<file path="config.mk">
export PLATFORM = sky130hd
export DESIGN_NAME = point_in_polygon_winding_unit_flat
export DESIGN_NICKNAME = d
export VERILOG_FILES = /design/src/design/pipw_pkg.sv /design/src/design/pipw_ifs.sv /design/src/design/pipw_cell.sv /design/src/design/pipw_edge.sv /design/src/design/point_in_polygon_winding_unit.sv /design/src/flat_wrapper.sv
export SDC_FILE = /design/constraint.sdc
export NUM_CORES = 2
export LEC_CHECK = 0
export ABC_CLOCK_PERIOD_IN_PS = 8000
export BUFFER_PORTS_ARGS = -buffer_cell sky130_fd_sc_hd__buf_2
export CORE_AREA = 3 3 494 496
export CTS_CLUSTER_DIAMETER = 40
export CTS_CLUSTER_SIZE = 10
export DETAILED_ROUTE_END_ITERATION = 12
export DIE_AREA = 0 0 497 499
export PLACE_DENSITY_LB_ADDON = 0.1
export SYNTH_ARGS = -nofsm -noshare
export SYNTH_HDL_FRONTEND = slang
export SYNTH_HIERARCHICAL = 1
export SYNTH_SLANG_ARGS = --single-unit
</file>
<file path="constraint.sdc">
create_clock -name clk -period 8 [get_ports clk]
set_input_delay 0.8 -clock clk [delete_from_list [all_inputs] [get_ports clk]]
set_output_delay 0.8 -clock clk [all_outputs]
set_load 0.01 [all_outputs]
</file>
<file path="src/design/pipw_pkg.sv">
// pipw_pkg: shared codes and control structs for the point-in-polygon winding unit
// no dependencies

package pipw_pkg;

  localparam logic [1:0] REQ_APPEND = 2'd0;
  localparam logic [1:0] REQ_QUERY  = 2'd1;
  localparam logic [1:0] REQ_CLEAR  = 2'd2;

  localparam logic [1:0] REL_OUTSIDE  = 2'd0;
  localparam logic [1:0] REL_INSIDE   = 2'd1;
  localparam logic [1:0] REL_BOUNDARY = 2'd2;

  localparam logic [1:0] STAT_OK    = 2'd0;
  localparam logic [1:0] STAT_FULL  = 2'd1;
  localparam logic [1:0] STAT_EMPTY = 2'd2;

  typedef struct packed {
    logic shift;
    logic load;
  } cell_ctl_t;

  typedef struct packed {
    logic start;
    logic step;
  } edge_ctl_t;

endpackage

</file>
<file path="src/design/pipw_ifs.sv">
// pipw_ifs: valid/ready transaction channels for the winding unit
// no dependencies

interface pipw_in_if #(parameter int COORD_BITS = 16);
  logic                         valid;
  logic                         ready;
  logic [1:0]                   req_type;
  logic signed [COORD_BITS-1:0] coord_x;
  logic signed [COORD_BITS-1:0] coord_y;

  modport source (output valid, req_type, coord_x, coord_y, input ready);
  modport sink   (input valid, req_type, coord_x, coord_y, output ready);
endinterface

interface pipw_out_if;
  logic       valid;
  logic       ready;
  logic [1:0] relation;
  logic [1:0] status;

  modport source (output valid, relation, status, input ready);
  modport sink   (input valid, relation, status, output ready);
endinterface

</file>
<file path="src/design/pipw_cell.sv">
// pipw_cell: one vertex slot of the rotating vertex chain
// depends on pipw_pkg

module pipw_cell import pipw_pkg::*; #(
  parameter int COORD_BITS = 16
) (
  input  logic                         clk,
  input  cell_ctl_t                    ctl,
  input  logic signed [COORD_BITS-1:0] din_x,
  input  logic signed [COORD_BITS-1:0] din_y,
  input  logic signed [COORD_BITS-1:0] nbr_x,
  input  logic signed [COORD_BITS-1:0] nbr_y,
  output logic signed [COORD_BITS-1:0] x,
  output logic signed [COORD_BITS-1:0] y
);

  logic signed [COORD_BITS-1:0] x_r;
  logic signed [COORD_BITS-1:0] y_r;

  always_ff @(posedge clk) begin
    if (ctl.load) begin
      x_r <= din_x;
      y_r <= din_y;
    end else if (ctl.shift) begin
      x_r <= nbr_x;
      y_r <= nbr_y;
    end
  end

  assign x = x_r;
  assign y = y_r;

endmodule

</file>
<file path="src/design/pipw_edge.sv">
// pipw_edge: three-stage edge evaluator and winding accumulator
// depends on pipw_pkg

module pipw_edge import pipw_pkg::*; #(
  parameter int COORD_BITS = 16,
  parameter int SUM_W      = 9
) (
  input  logic                         clk,
  input  logic                         rst_n,
  input  edge_ctl_t                    ctl,
  input  logic signed [COORD_BITS-1:0] cur_x,
  input  logic signed [COORD_BITS-1:0] cur_y,
  input  logic signed [COORD_BITS-1:0] last_x,
  input  logic signed [COORD_BITS-1:0] last_y,
  input  logic signed [COORD_BITS-1:0] pt_x,
  input  logic signed [COORD_BITS-1:0] pt_y,
  output logic                         boundary,
  output logic                         wind_nz
);

  localparam int D = COORD_BITS + 1;
  localparam int P = 2 * D;

  function automatic logic [1:0] quad(input logic left, input logic below);
    logic [1:0] q;
    if (left) q = below ? 2'd2 : 2'd1;
    else      q = below ? 2'd3 : 2'd0;
    return q;
  endfunction

  logic signed [COORD_BITS-1:0] px_r, py_r, lx_r, ly_r;

  logic                  s1_vld_r;
  logic [1:0]            s1_chg_r;
  logic                  s1_eq_r, s1_box_r;
  logic signed [D-1:0]   s1_dcx_r, s1_dpy_r, s1_dcy_r, s1_dpx_r;

  logic                  s2_vld_r;
  logic [1:0]            s2_chg_r;
  logic                  s2_eq_r, s2_box_r;
  logic signed [P-1:0]   a_r, b_r;

  logic                  bnd_r;
  logic signed [SUM_W-1:0] sum_r;

  logic [1:0]            lq, cq, chg;
  logic                  eq, in_x, in_y;
  logic signed [SUM_W-1:0] delta;

  always_comb begin
    lq   = quad(lx_r < px_r, ly_r < py_r);
    cq   = quad(cur_x < px_r, cur_y < py_r);
    chg  = lq - cq;
    eq   = (cur_x == px_r) && (cur_y == py_r);
    in_x = ((lx_r <= px_r) && (px_r <= cur_x)) || ((cur_x <= px_r) && (px_r <= lx_r));
    in_y = ((ly_r <= py_r) && (py_r <= cur_y)) || ((cur_y <= py_r) && (py_r <= ly_r));
  end

  always_comb begin
    case (s2_chg_r)
      2'd1:    delta = SUM_W'(1);
      2'd3:    delta = -SUM_W'(1);
      2'd2:    delta = (s2_box_r && (a_r > b_r)) ? -SUM_W'(2) : SUM_W'(2);
      default: delta = '0;
    endcase
  end

  // payload: query point, previous vertex, stage data
  always_ff @(posedge clk) begin
    if (ctl.start) begin
      px_r <= pt_x;
      py_r <= pt_y;
      lx_r <= last_x;
      ly_r <= last_y;
    end else if (ctl.step) begin
      lx_r <= cur_x;
      ly_r <= cur_y;
    end
    s1_chg_r <= chg;
    s1_eq_r  <= eq;
    s1_box_r <= in_x && in_y;
    s1_dcx_r <= D'(cur_x) - D'(lx_r);
    s1_dpy_r <= D'(py_r) - D'(ly_r);
    s1_dcy_r <= D'(cur_y) - D'(ly_r);
    s1_dpx_r <= D'(px_r) - D'(lx_r);
    s2_chg_r <= s1_chg_r;
    s2_eq_r  <= s1_eq_r;
    s2_box_r <= s1_box_r;
    a_r      <= P'(s1_dcx_r) * P'(s1_dpy_r);
    b_r      <= P'(s1_dcy_r) * P'(s1_dpx_r);
  end

  always_ff @(posedge clk) begin
    if (!rst_n) begin
      s1_vld_r <= 1'b0;
      s2_vld_r <= 1'b0;
      bnd_r    <= 1'b0;
      sum_r    <= '0;
    end else begin
      s1_vld_r <= ctl.step;
      s2_vld_r <= s1_vld_r;
      if (ctl.start) begin
        bnd_r <= 1'b0;
        sum_r <= '0;
      end else if (s2_vld_r && !bnd_r) begin
        if (s2_eq_r || (s2_box_r && (a_r == b_r))) begin
          bnd_r <= 1'b1;
        end else begin
          sum_r <= sum_r + delta;
        end
      end
    end
  end

  assign boundary = bnd_r;
  assign wind_nz  = (sum_r != '0);

endmodule

</file>
<file path="src/design/point_in_polygon_winding_unit.sv">
// point_in_polygon_winding_unit: top level, vertex chain, edge evaluator and sequencer
// depends on pipw_pkg, pipw_ifs, pipw_cell, pipw_edge

// Append and clear transactions complete without a walk; their result is
// registered on acceptance. A query on a non-empty polygon walks the vertex
// chain: it rotates once all the way round, presenting one vertex per cycle to
// the edge evaluator, and the three-stage evaluator pipeline then drains. The
// chain is back in store order when the query finishes. Only one transaction
// is in flight at a time; a new one is taken once the block is idle and the
// result register is free or being emptied.

module point_in_polygon_winding_unit import pipw_pkg::*; #(
  parameter int MAX_VERTICES = 64,
  parameter int COORD_BITS   = 16
) (
  input  logic        clk,
  input  logic        rst_n,
  pipw_in_if.sink     in_ch,
  pipw_out_if.source  out_ch
);

  localparam int CNT_W = $clog2(MAX_VERTICES + 1);
  localparam int IDX_W = $clog2(MAX_VERTICES);
  localparam int SUM_W = $clog2(MAX_VERTICES) + 3;

  typedef enum logic [1:0] {ST_IDLE, ST_WALK, ST_DRAIN, ST_FINISH} state_t;

  state_t                       state_r;
  logic [CNT_W-1:0]             count_r;
  logic [IDX_W-1:0]             walk_r;
  logic                         drain_r;
  logic                         out_valid_r;
  logic [1:0]                   rel_r, stat_r;
  logic signed [COORD_BITS-1:0] last_x_r, last_y_r;

  logic signed [COORD_BITS-1:0] cell_x [MAX_VERTICES];
  logic signed [COORD_BITS-1:0] cell_y [MAX_VERTICES];

  logic      in_fire, out_free, full, append_ok, out_set;
  edge_ctl_t ectl;
  logic      bnd, wind_nz;

  assign in_fire   = in_ch.valid && in_ch.ready;
  assign out_free  = !out_valid_r || out_ch.ready;
  assign full      = (count_r == CNT_W'(MAX_VERTICES));
  assign append_ok = in_fire && (in_ch.req_type == REQ_APPEND) && !full;

  // a result is produced now unless a walk starts, or at the end of a walk once the result register is free
  assign out_set = (in_fire && !((in_ch.req_type == REQ_QUERY) && (count_r != '0)))
                   || ((state_r == ST_FINISH) && out_free);

  assign in_ch.ready     = (state_r == ST_IDLE) && out_free;
  assign out_ch.valid    = out_valid_r;
  assign out_ch.relation = rel_r;
  assign out_ch.status   = stat_r;

  assign ectl.start = in_fire && (in_ch.req_type == REQ_QUERY);
  assign ectl.step  = (state_r == ST_WALK) && (CNT_W'(walk_r) < count_r);

  for (genvar i = 0; i < MAX_VERTICES; i++) begin : g_cell
    cell_ctl_t cctl;
    assign cctl.shift = (state_r == ST_WALK);
    assign cctl.load  = append_ok && (count_r == CNT_W'(i));
    pipw_cell #(.COORD_BITS(COORD_BITS)) u_cell (
      .clk   (clk),
      .ctl   (cctl),
      .din_x (in_ch.coord_x),
      .din_y (in_ch.coord_y),
      .nbr_x (cell_x[(i + 1) % MAX_VERTICES]),
      .nbr_y (cell_y[(i + 1) % MAX_VERTICES]),
      .x     (cell_x[i]),
      .y     (cell_y[i])
    );
  end

  pipw_edge #(.COORD_BITS(COORD_BITS), .SUM_W(SUM_W)) u_edge (
    .clk      (clk),
    .rst_n    (rst_n),
    .ctl      (ectl),
    .cur_x    (cell_x[0]),
    .cur_y    (cell_y[0]),
    .last_x   (last_x_r),
    .last_y   (last_y_r),
    .pt_x     (in_ch.coord_x),
    .pt_y     (in_ch.coord_y),
    .boundary (bnd),
    .wind_nz  (wind_nz)
  );

  // last appended vertex closes the polygon
  always_ff @(posedge clk) begin
    if (append_ok) begin
      last_x_r <= in_ch.coord_x;
      last_y_r <= in_ch.coord_y;
    end
  end

  always_ff @(posedge clk) begin
    if (!rst_n) begin
      state_r     <= ST_IDLE;
      count_r     <= '0;
      walk_r      <= '0;
      drain_r     <= 1'b0;
      out_valid_r <= 1'b0;
      rel_r       <= REL_OUTSIDE;
      stat_r      <= STAT_OK;
    end else begin
      if (out_set) begin
        out_valid_r <= 1'b1;
      end else if (out_ch.ready) begin
        out_valid_r <= 1'b0;
      end
      case (state_r)
        ST_IDLE: begin
          if (in_fire) begin
            case (in_ch.req_type)
              REQ_APPEND: begin
                rel_r <= REL_OUTSIDE;
                if (full) begin
                  stat_r <= STAT_FULL;
                end else begin
                  stat_r  <= STAT_OK;
                  count_r <= count_r + CNT_W'(1);
                end
              end
              REQ_QUERY: begin
                if (count_r == '0) begin
                  rel_r  <= REL_OUTSIDE;
                  stat_r <= STAT_EMPTY;
                end else begin
                  state_r <= ST_WALK;
                  walk_r  <= '0;
                end
              end
              REQ_CLEAR: begin
                rel_r   <= REL_OUTSIDE;
                stat_r  <= STAT_OK;
                count_r <= '0;
              end
              default: begin
                rel_r  <= REL_OUTSIDE;
                stat_r <= STAT_OK;
              end
            endcase
          end
        end
        ST_WALK: begin
          walk_r <= walk_r + IDX_W'(1);
          if (walk_r == IDX_W'(MAX_VERTICES - 1)) begin
            state_r <= ST_DRAIN;
            drain_r <= 1'b0;
          end
        end
        ST_DRAIN: begin
          drain_r <= 1'b1;
          if (drain_r) begin
            state_r <= ST_FINISH;
          end
        end
        ST_FINISH: begin
          if (out_free) begin
            stat_r  <= STAT_OK;
            rel_r   <= bnd ? REL_BOUNDARY : (wind_nz ? REL_INSIDE : REL_OUTSIDE);
            state_r <= ST_IDLE;
          end
        end
        default: begin
          state_r <= ST_IDLE;
        end
      endcase
    end
  end

  a_query_walks: assert property (@(posedge clk) disable iff (!rst_n)
    (in_fire && (in_ch.req_type == REQ_QUERY) && (count_r != '0)) |=> (state_r == ST_WALK))
    else $error("query on a loaded polygon did not start the walk");

  a_count_bound: assert property (@(posedge clk) disable iff (!rst_n)
    count_r <= CNT_W'(MAX_VERTICES))
    else $error("vertex count beyond capacity");

  a_full_drop: assert property (@(posedge clk) disable iff (!rst_n)
    (in_fire && (in_ch.req_type == REQ_APPEND) && full) |=> ($stable(count_r) && out_valid_r
      && (stat_r == STAT_FULL)))
    else $error("append on a full store changed the count or was not flagged");

  a_walk_end: assert property (@(posedge clk) disable iff (!rst_n)
    ((state_r == ST_WALK) && (walk_r == IDX_W'(MAX_VERTICES - 1))) |=> (state_r == ST_DRAIN))
    else $error("walk did not end after a full rotation");

  a_no_step_idle: assert property (@(posedge clk) disable iff (!rst_n)
    (state_r != ST_WALK) |-> !ectl.step)
    else $error("edge step outside of the walk");

endmodule
</file>
<file path="src/flat_wrapper.sv">
// flat-port wrapper written by rule: the top's interface ports become plain ports
module point_in_polygon_winding_unit_flat import pipw_pkg::*;
#(
  parameter int MAX_VERTICES = 64,
  parameter int COORD_BITS   = 16
)
  (clk, rst_n, in_ch_valid, in_ch_req_type, in_ch_coord_x, in_ch_coord_y, in_ch_ready, out_ch_valid, out_ch_relation, out_ch_status, out_ch_ready);
  pipw_in_if #(.COORD_BITS(COORD_BITS)) in_ch_i ();
  pipw_out_if out_ch_i ();
  input  logic clk;
  input  logic rst_n;
  input wire logic [$bits(in_ch_i.valid)-1:0] in_ch_valid;
  input wire logic [$bits(in_ch_i.req_type)-1:0] in_ch_req_type;
  input wire logic [$bits(in_ch_i.coord_x)-1:0] in_ch_coord_x;
  input wire logic [$bits(in_ch_i.coord_y)-1:0] in_ch_coord_y;
  output wire logic [$bits(in_ch_i.ready)-1:0] in_ch_ready;
  output wire logic [$bits(out_ch_i.valid)-1:0] out_ch_valid;
  output wire logic [$bits(out_ch_i.relation)-1:0] out_ch_relation;
  output wire logic [$bits(out_ch_i.status)-1:0] out_ch_status;
  input wire logic [$bits(out_ch_i.ready)-1:0] out_ch_ready;
  assign in_ch_i.valid = in_ch_valid;
  assign in_ch_i.req_type = in_ch_req_type;
  assign in_ch_i.coord_x = in_ch_coord_x;
  assign in_ch_i.coord_y = in_ch_coord_y;
  assign in_ch_ready = in_ch_i.ready;
  assign out_ch_valid = out_ch_i.valid;
  assign out_ch_relation = out_ch_i.relation;
  assign out_ch_status = out_ch_i.status;
  assign out_ch_i.ready = out_ch_ready;
  point_in_polygon_winding_unit #(.MAX_VERTICES(MAX_VERTICES), .COORD_BITS(COORD_BITS)) u_core (.clk(clk), .rst_n(rst_n), .in_ch(in_ch_i), .out_ch(out_ch_i));
endmodule
</file>
==> results.ini <==
[floorplan]
rows = 180
die_area_um2 = 248000
fp.dieW_um = 497
coreArea_um2 = 240000
pin_count = 44
start_util_pct = 54.8
dieHeight_um = 499

[run_status]
status = completed

[critical_path]
cp-start-kind = flop
critPathMaxFanout = 17
cp_slowest_cell = dfxtp_1
cp-end-kind = flop
crit_chain = nand2_1 > fa_1 > fa_1 > fa_1 > fa_1 > inv_1 > fa_1 > inv_1 > fa_1 > inv_1 > ha_1 > nor3_1 > nand3b_1 > o2111ai_1 > o21ai_0 > a21oi_1 > o31ai_1 > a221o_1 > a21oi_1 > xnor2_1
crit_top_cell = fa_1
crit_arrival_ns = 7.95
crit_path_max_incr_delay_ns = 0.88
critical_path_required_ns = 8.84
crit_type = flop to flop

[yosys]
synth_flop_cell = edfxtp_1
netlist_area_um2 = 132000
yosys_warnings = 6
yosys.area_share.simple_pct = 4.39
synth_compound_area_share_pct = 1.81
ys_seq_area_share_pct = 51.6
synth_top_family_by_area = multiplexers
syn_nets = 9080
syn_inst = 8120
ys_seq_elements = 2321
synthXorXnorAreaFrac_pct = 0.852
synthAdderAreaFrac_pct = 12.2
synthArstFlopShare_pct = 0
synth_mux_area_share_pct = 23.1
synth_edf_count = 2144
synthDistinctLibCells = 81
synth_area_per_cell_um2 = 16.2

[clock_tree]
clkTransAtPathRegs_ns = 0.05
clkSinkCount = 2321
cts_buffer_depth = 4
numCtsBuffers = 379
cts_resized = 0
cts.root.buffer_cell = clkbuf_16
cts_hold_buf = 0
cts_tree = built
cts_setup_buffers = 0
cts_max_level = 5
clock_latency_ns = 0.94

[timing]
max_slew_margin_pct = 23.6
tns_ns = 0
setup_violations = 0
rsz0062_at_grt = false
hold_violations = 0
fin_crit_sh_pct = 88.9
timing.fmax_ghz = 0.141
max_slew.worst_pin.slew_ns = 1.15
final.setup_skew_ns = 0.0688
final-max-slew-violation-count = 0
period_needed_ns = 7.11

[finish]
nNetsFinal = 9312
drive_above_1_share_pct = 34.5
area_delta_synth_final_pct = 10.2

[place]
io_buffers = 43
gp_congestion = 0.883
hpwlAfterDp_mm = 213

[route]
drt-initial-drc-count = 6316
ant_nets = 0
drc = 0
drt_pass1_iterations = 7
vias_per_cell = 5.81
wl_per_cell_um = 28.2
vias = 68658
drt-total-wl_mm = 333

[global_route]
grtUsageTotal_pct = 26.9
grt_max_degree = 70
grt_pass1_vias = 72632
grt_pass1_wl_mm = 496
overflow = 0
antenna_found_initial = 40

[flow_run]
maxCapViolations = 0

[hold_path]
min_path_type = input port to flop

through the flow:
stage	setup WS (ns)	utilization [%]	hold WS (ns)	std cells	cell area [um2]
6_report	0.886	60.4	0.221	11815	145000
5_1_grt	0.690	60.4	0.191	11810	145000
4_1_cts	0.996	60.4	0.131	11809	145000
3_5_place_dp	1.07	55.2	0.314	11156	133000
3_3_place_gp	1.19	55.2	0.314	11156	133000
2_1_floorplan	2.00	-	0.310	8120	132000
final timing paths:
kind                                     start  cells after the start                                end  slack [ns]
min reg2reg  u_core/u_edge/s1_chg_r[1]$_DFF_P_                      0  u_core/u_edge/s2_chg_r[1]$_DFF_P_        0.32
max reg2reg  u_core/u_edge/s1_dcx_r[9]$_DFF_P_                     20      u_core/u_edge/a_r[33]$_DFF_P_        0.89
min                               out_ch_ready                      4   u_core/out_ch.valid$_SDFFE_PN0P_        0.22
max          u_core/u_edge/s1_dcx_r[9]$_DFF_P_                     20      u_core/u_edge/a_r[33]$_DFF_P_        0.89
synth_stat cells (53+ instances only):
| cell type | n | area [um2] |
|---|---|---|
| edfxtp_1 | 2144 | 64400 |
| mux2_4 | 1856 | 27900 |
| inv_1 | 790 | 2970 |
| fa_1 | 597 | 12000 |
| nand2_1 | 351 | 1320 |
| ha_1 | 325 | 4070 |
| and2_1 | 296 | 1850 |
| mux2_2 | 222 | 2500 |
| buf_12 | 192 | 3840 |
| nor2_1 | 186 | 698 |
| dfxtp_1 | 177 | 3540 |
| a21oi_1 | 122 | 611 |
| xnor2_1 | 109 | 955 |
| clkbuf_1 | 97 | 364 |
| o21ai_0 | 72 | 360 |
| buf_6 | 64 | 721 |
| or2_1 | 64 | 400 |
| nand3_1 | 58 | 290 |
| nor3_1 | 53 | 265 |
kinds of logic after synthesis:
logic type	count (synthesis)
flip-flops	2321
multiplexers	2081
AND/OR/NAND/NOR	1152
buffers and inverters	1147
adder cells (fa/ha/maj)	922
AO/OA/AOI/OAI	369
XOR/XNOR	128
layout make-up:
cell class / instances / area [um2]
Sequential cell: 2321 / 67900
Antenna cell: 6 / 15.0
Tap cell: 3185 / 3990
Fill cell: 18116 / 95100
Timing Repair Buffer: 208 / 1530
Clock inverter: 217 / 2460
Multi-Input combinational cell: 4652 / 56200
Inverter: 790 / 2970
Clock buffer: 436 / 9910
per-layer routing:
layer	global-route usage, %	vias to the layer above	wire length (um)
met3	4.53	527	22000
met5	0	-	33
met2	41.7	2303	152000
met4	7.61	6	9360
met1	39.1	36375	150000
li1	-	29447	-
sequential cells by signal (all words and copies together) (netlist names), 6 cells and up:
signal,count
u_core/u_edge/s1_dpx_r,17
u_core/last_y_r,16
u_core/g_cell.u_cell/y,1024
u_core/walk_r,6
u_core/u_edge/ly_r,16
u_core/u_edge/b_r,34
u_core/last_x_r,16
u_core/u_edge/sum_r,9
u_core/count_r,7
u_core/u_edge/px_r,16
u_core/u_edge/s1_dpy_r,17
u_core/g_cell.u_cell/x,1024
u_core/u_edge/s1_dcy_r,17
u_core/u_edge/s1_dcx_r,17
u_core/u_edge/a_r,34
u_core/u_edge/lx_r,16
u_core/u_edge/py_r,16
cell usage in the layout (no fill, tap or decap), types with 34 or more instances in the layout:
cell type,netlist,layout
a21oi_1,122,122
and2_1,296,296
buf_4,1,197
bufinv_16,0,45
clkbuf_1,97,44
clkbuf_16,0,386
clkinv_1,0,36
clkinv_2,0,61
clkinvlp_4,0,36
dfxtp_1,177,177
edfxtp_1,2144,2144
fa_1,597,597
ha_1,325,324
inv_1,790,790
mux2_2,222,222
mux2_4,1856,1856
nand2_1,351,351
nand2b_1,34,34
nand3_1,58,58
nor2_1,186,137
nor2_4,0,49
nor3_1,53,37
o21ai_0,72,72
or2_2,4,36
xnor2_1,109,109
critical path: cells and delay by family, from the launching register on:
family,cells,cell delay [ns]
compound gates,6,1.85
xor+xnor,1,0.13
fa+ha+maj,7,3.36
buf+inv,3,0.14
flops,1,0.88
simple gates,3,0.64
Power is left out: the tool's default activity adds up to more than one toggle a clock period on the data nets, which glitch-free logic cannot reach.
